File: config.mk
export PLATFORM = sky130hd
export DESIGN_NAME = spa_decode
export DESIGN_NICKNAME = d
export VERILOG_FILES = /design/src/hdl/spa_pkg.sv /design/src/hdl/spa_decode.sv
export SDC_FILE = /design/constraint.sdc
export NUM_CORES = 1
export LEC_CHECK = 0
export BUFFER_PORTS_ARGS = -buffer_cell sky130_fd_sc_hd__buf_2
export CAP_MARGIN = 0
export CORE_MARGIN = 5
export CORE_UTILIZATION = 30
export DETAILED_ROUTE_END_ITERATION = 16
export PLACE_DENSITY = 0.71
export REMOVE_ABC_BUFFERS = 1
export SYNTH_ARGS = -nofsm -noshare
export SYNTH_HDL_FRONTEND = slang
export SYNTH_SLANG_ARGS = --single-unit
File: constraint.sdc
create_clock -name vclk -period 5.65
set_clock_uncertainty 0.05 [all_clocks]
set_input_delay 0.2825 -clock vclk [all_inputs]
set_output_delay 0.2825 -clock vclk [all_outputs]
set_load 0.01 [all_outputs]
File: src/hdl/spa_pkg.sv
// ----------------------------------------------------------------------------
// Slab page allocator package
// Shared types, codes and sizes for the allocator engine and its decoder.
// ----------------------------------------------------------------------------
package spa_pkg;

  localparam int PAGES     = 64;    // managed pages
  localparam int PAGE_W    = 6;     // page index width
  localparam int OBJ_W     = 6;     // object index width inside a page
  localparam int OFS_W     = 12;    // byte offset inside a page
  localparam int CLASSES   = 7;     // size classes 64 .. 4096 bytes
  localparam int LINK_W    = 7;
  localparam int HDR_BYTES = 12;

  localparam logic [LINK_W-1:0] NO_LINK = 7'h7F;

  typedef enum logic [1:0] {
    KIND_FREE  = 2'd0,
    KIND_SMALL = 2'd1,
    KIND_HEAD  = 2'd2,
    KIND_TAIL  = 2'd3
  } kind_t;

  typedef enum logic [1:0] {
    ST_OK      = 2'd0,
    ST_ZERO    = 2'd1,
    ST_NOSPACE = 2'd2,
    ST_REJECT  = 2'd3
  } status_t;

  typedef enum logic [4:0] {
    S_CLR, S_IDLE, S_DEC, S_SCAN, S_MK, S_FILL, S_RUN, S_PRD, S_POPGO, S_POP,
    S_FRD, S_LK0, S_LK1, S_PUSH, S_UL0, S_UL1, S_UL2, S_UL3, S_UL4, S_REL,
    S_ADDR, S_OUT
  } state_t;

  // One page table entry.
  typedef struct packed {
    kind_t              kind;
    logic [2:0]         cls;
    logic [LINK_W-1:0]  span;   // run length for a head, owner for a tail
    logic [LINK_W-1:0]  total;
    logic [LINK_W-1:0]  nfree;
    logic [LINK_W-1:0]  prev;
    logic [LINK_W-1:0]  next;
  } pte_t;

  localparam pte_t PTE_CLEAR = '{kind: KIND_FREE, cls: 3'd0, span: 7'd0, total: 7'd0,
                                 nfree: 7'd0, prev: NO_LINK, next: NO_LINK};

  // Decoded request, from the decoder to the engine.
  typedef struct packed {
    logic               is_small;
    logic [2:0]         cls;
    logic               too_big;
    logic [LINK_W-1:0]  span;
    logic               fr_low;
    logic               fr_high;
    logic [PAGE_W-1:0]  fr_page;
    logic [OFS_W-1:0]   fr_inpage;
  } dec_t;

endpackage

File: src/hdl/spa_decode.sv
// ----------------------------------------------------------------------------
// Slab page allocator request decoder
// Picks the size class or page span of an allocate request and range-checks
// and splits the offset of a free request.
// ----------------------------------------------------------------------------
module spa_decode import spa_pkg::*; (
  input  logic [32:0] need,
  input  logic [63:0] off,
  input  logic [6:0]  count,
  output dec_t        dec
);

  logic [33:0] span_sum;
  logic [21:0] span_w;
  logic [18:0] hdr;

  always_comb begin
    dec = '0;
    dec.is_small = (need <= 33'd4096);
    dec.cls = 3'(CLASSES - 1);
    // Smallest class that holds the request wins.
    for (int c = CLASSES - 1; c >= 0; c--) begin
      if (need <= (33'd64 << c)) begin
        dec.cls = 3'(c);
      end
    end
    span_sum = {1'b0, need} + 34'd4095;
    span_w = span_sum[33:12];
    dec.too_big = (span_w > {15'd0, count});
    dec.span = span_w[6:0];

    dec.fr_low = (off < 64'(HDR_BYTES));
    dec.fr_high = (off[63:19] != '0) || (off[18:0] >= {count, 12'd0});
    hdr = off[18:0] - 19'(HDR_BYTES);
    dec.fr_page = hdr[17:12];
    dec.fr_inpage = hdr[11:0];
  end

endmodule

==> results.toml <==
[worst_setup_path]
crit_buf_inv = 2
worstSetupPathType = "in -> out"
cp_top_family = "simple AND/OR/NAND/NOR gates"
crit_path_top_delay_cell = "or4_1"
crit_fanout = 7
path_cells = "buf_2, or4_1, nor4_4, a21boi_1, nand2_1, xnor2_1, ha_1, a21o_1, a21oi_1, nor2b_1, o221ai_1, and4_1, nand4_1, buf_2"
cp_common_cell = "buf_2"
slowest_delay_ns = 0.60
start_kind = "input pin"
required_ns = 5.32
crit_path_end_kind = "primary output"
arrival_ns = 3.23

[global_route]
antenna_found_initial = 0
overflow = 0
grt_pass1_wl_mm = 8.53
grt_max_degree = 9
grt_pass1_vias = 2005
grtUsageTotal_pct = 16.0

[pwr]
p_leak_nw = 1.06
swShare_pct = 52.2
power.internal_mw = 0.0618
combPwrFrac_pct = 100.0
p_seq_share_pct = 0
powerDensity_nw_per_um2 = 60.1
clkPwrFrac_pct = 0
p_sw_mw = 0.0676
vdd_drop_max_mv = 0.0280

[timing]
drv_slew = 0
setup_viol = 0
fmax_mhz = 281
tns_ns = 0
worst_slew_pin_slew_ns = 0.502
hold-worst-slack_ns = 0.717
fin_crit_ns = 3.56
hold_viol_final = 0
rsz0062_at_grt = "false"
setup_ws_ns = 2.09
slew_headroom_pct = 65.7
period_share_pct = 63.0

[finish]
drive_gt1_share_pct = 41.4
seq_cell_count = 0
fin_area_um2 = 2150
area_growth_pct = 51.7
seq_area_um2 = 0
layout_common_cells = "136 x buf_2, 18 x nand2_1, 17 x nor4_1, 16 x nor2_1, 16 x ha_1"
fillers = 510
final_nets = 467
layout_commonest_cell = "buf_2"
antenna_cells = 0
clock_buffers = 0
utilization_pct = 46.2

[synthesis]
synth_cell_types = 41
synth_area_leader_cell = "ha_1"
synthTopCellsByArea = "ha_1 14%, xor2_1 8.6%, nor4_1 7.5%"
netlist_area_um2 = 1420
yosys_warnings = 0
synth_area_per_cell_um2 = 6.72
ys_seq_area_share_pct = 0
yosys.area.top_type_share_pct = 14.1
syn-instance-count = 211

[detailed_routing]
drtIter0Drc = 104
vias_per_cell = 5.21
post_drt_wl_per_cell_um = 13.4
final_antenna_net_count = 0
drt-pass1-iter-count = 4
via_count = 2080
drc = 0
finalWirelength_mm = 5.36

[clock_tree]
hold_buffers = 0
cts-resized-gates = 0
post-cts-setup-buffers = 0

[place]
dpl_worst_slack_ns = 2.07
routabilityCongestion = 0.871
place_area_um2 = 2150
hpwl_mm = 4.88
port_buffers = 136

[floorplanning]
ios = 136
core-area_um2 = 4660
die_area_um2 = 6200
die_x_um = 78.8
initial_core_util_pct = 30.4
rows = 25
die_y_um = 78.8

[status]
status = "complete, no violations"

[min_path]
holdCritPathClass = "in -> out"

[flow_run]
maxCapViolCount = 0
==> layer usage <==
metal	track usage (%)	vias up	part of all wire (%)
met3	3.40	4	11
met4	1.22	0	0.93
met1	18.1	921	38
met5	0	-	0
li1	-	1073	-
met2	31.6	82	50
==> power groups by stage <==
| stage | logic, mW | registers (mW) | clock network, mW |
|---|---|---|---|
| 2_1_floorplan | 0.0562 | 0 | 0 |
| 5_1_grt | 0.146 | 0 | 0 |
| 4_1_cts | 0.131 | 0 | 0 |
| 6_report | 0.129 | 0 | 0 |
| 3_5_place_dp | 0.130 | 0 | 0 |
| 3_3_place_gp | 0.127 | 0 | 0 |
==> area by class of cell <==
type / count / area, µm² / share of cell area, %
multi-input cells: 195 / 1350 / 62.8
repair buffers: 136 / 681 / 31.6
well taps: 54 / 67.6 / 3.14
inverters: 14 / 52.6 / 2.44
==> cell families (layout without fill, tap and decap cells) <==
kind of cell,count (synthesis),in the layout,share of synthesized area (%)
multiplexers,8,8,5.64
adder cells (fa/ha/maj),16,16,14.1
AND/OR/NAND/NOR,114,114,45.4
AO/OA/AOI/OAI,33,33,15.3
buffers and inverters,16,150,4.76
XOR/XNOR,24,24,14.8
==> path summary, 6_finish.rpt <==
path / startpoint / cells past startpoint / endpoint / slack [ns]
max: need[4] / 14 / dec[27] / 2.09
min: off[1] / 2 / dec[1] / 0.72
==> cell usage after synthesis, types with 2 or more instances <==
cell and count:
a21oi_1 9, nand4_1 13, nand3_1 9, nor3_1 10
mux2i_1 8, a211oi_1 2, xor2_1 14, ha_1 16
nor2_1 16, inv_1 14, or2_1 2, nor2b_1 3
xnor2_1 10, o21ai_0 7, buf_4 2, and2_1 3
and4_1 4, nor4_1 17, a21boi_1 2, or3_1 5
nand2_1 18, or2_2 3, or4_1 5, a2111oi_0 2
==> stage by stage <==
| stage | total power, mW | instances |
|---|---|---|
| floorplan | 0.0562 | 209 |
| global placement | 0.127 | 399 |
| detailed placement | 0.130 | 399 |
| CTS | 0.131 | 399 |
| global route | 0.146 | 399 |
| finish | 0.129 | 399 |
Power figures use the tool's default switching activity.
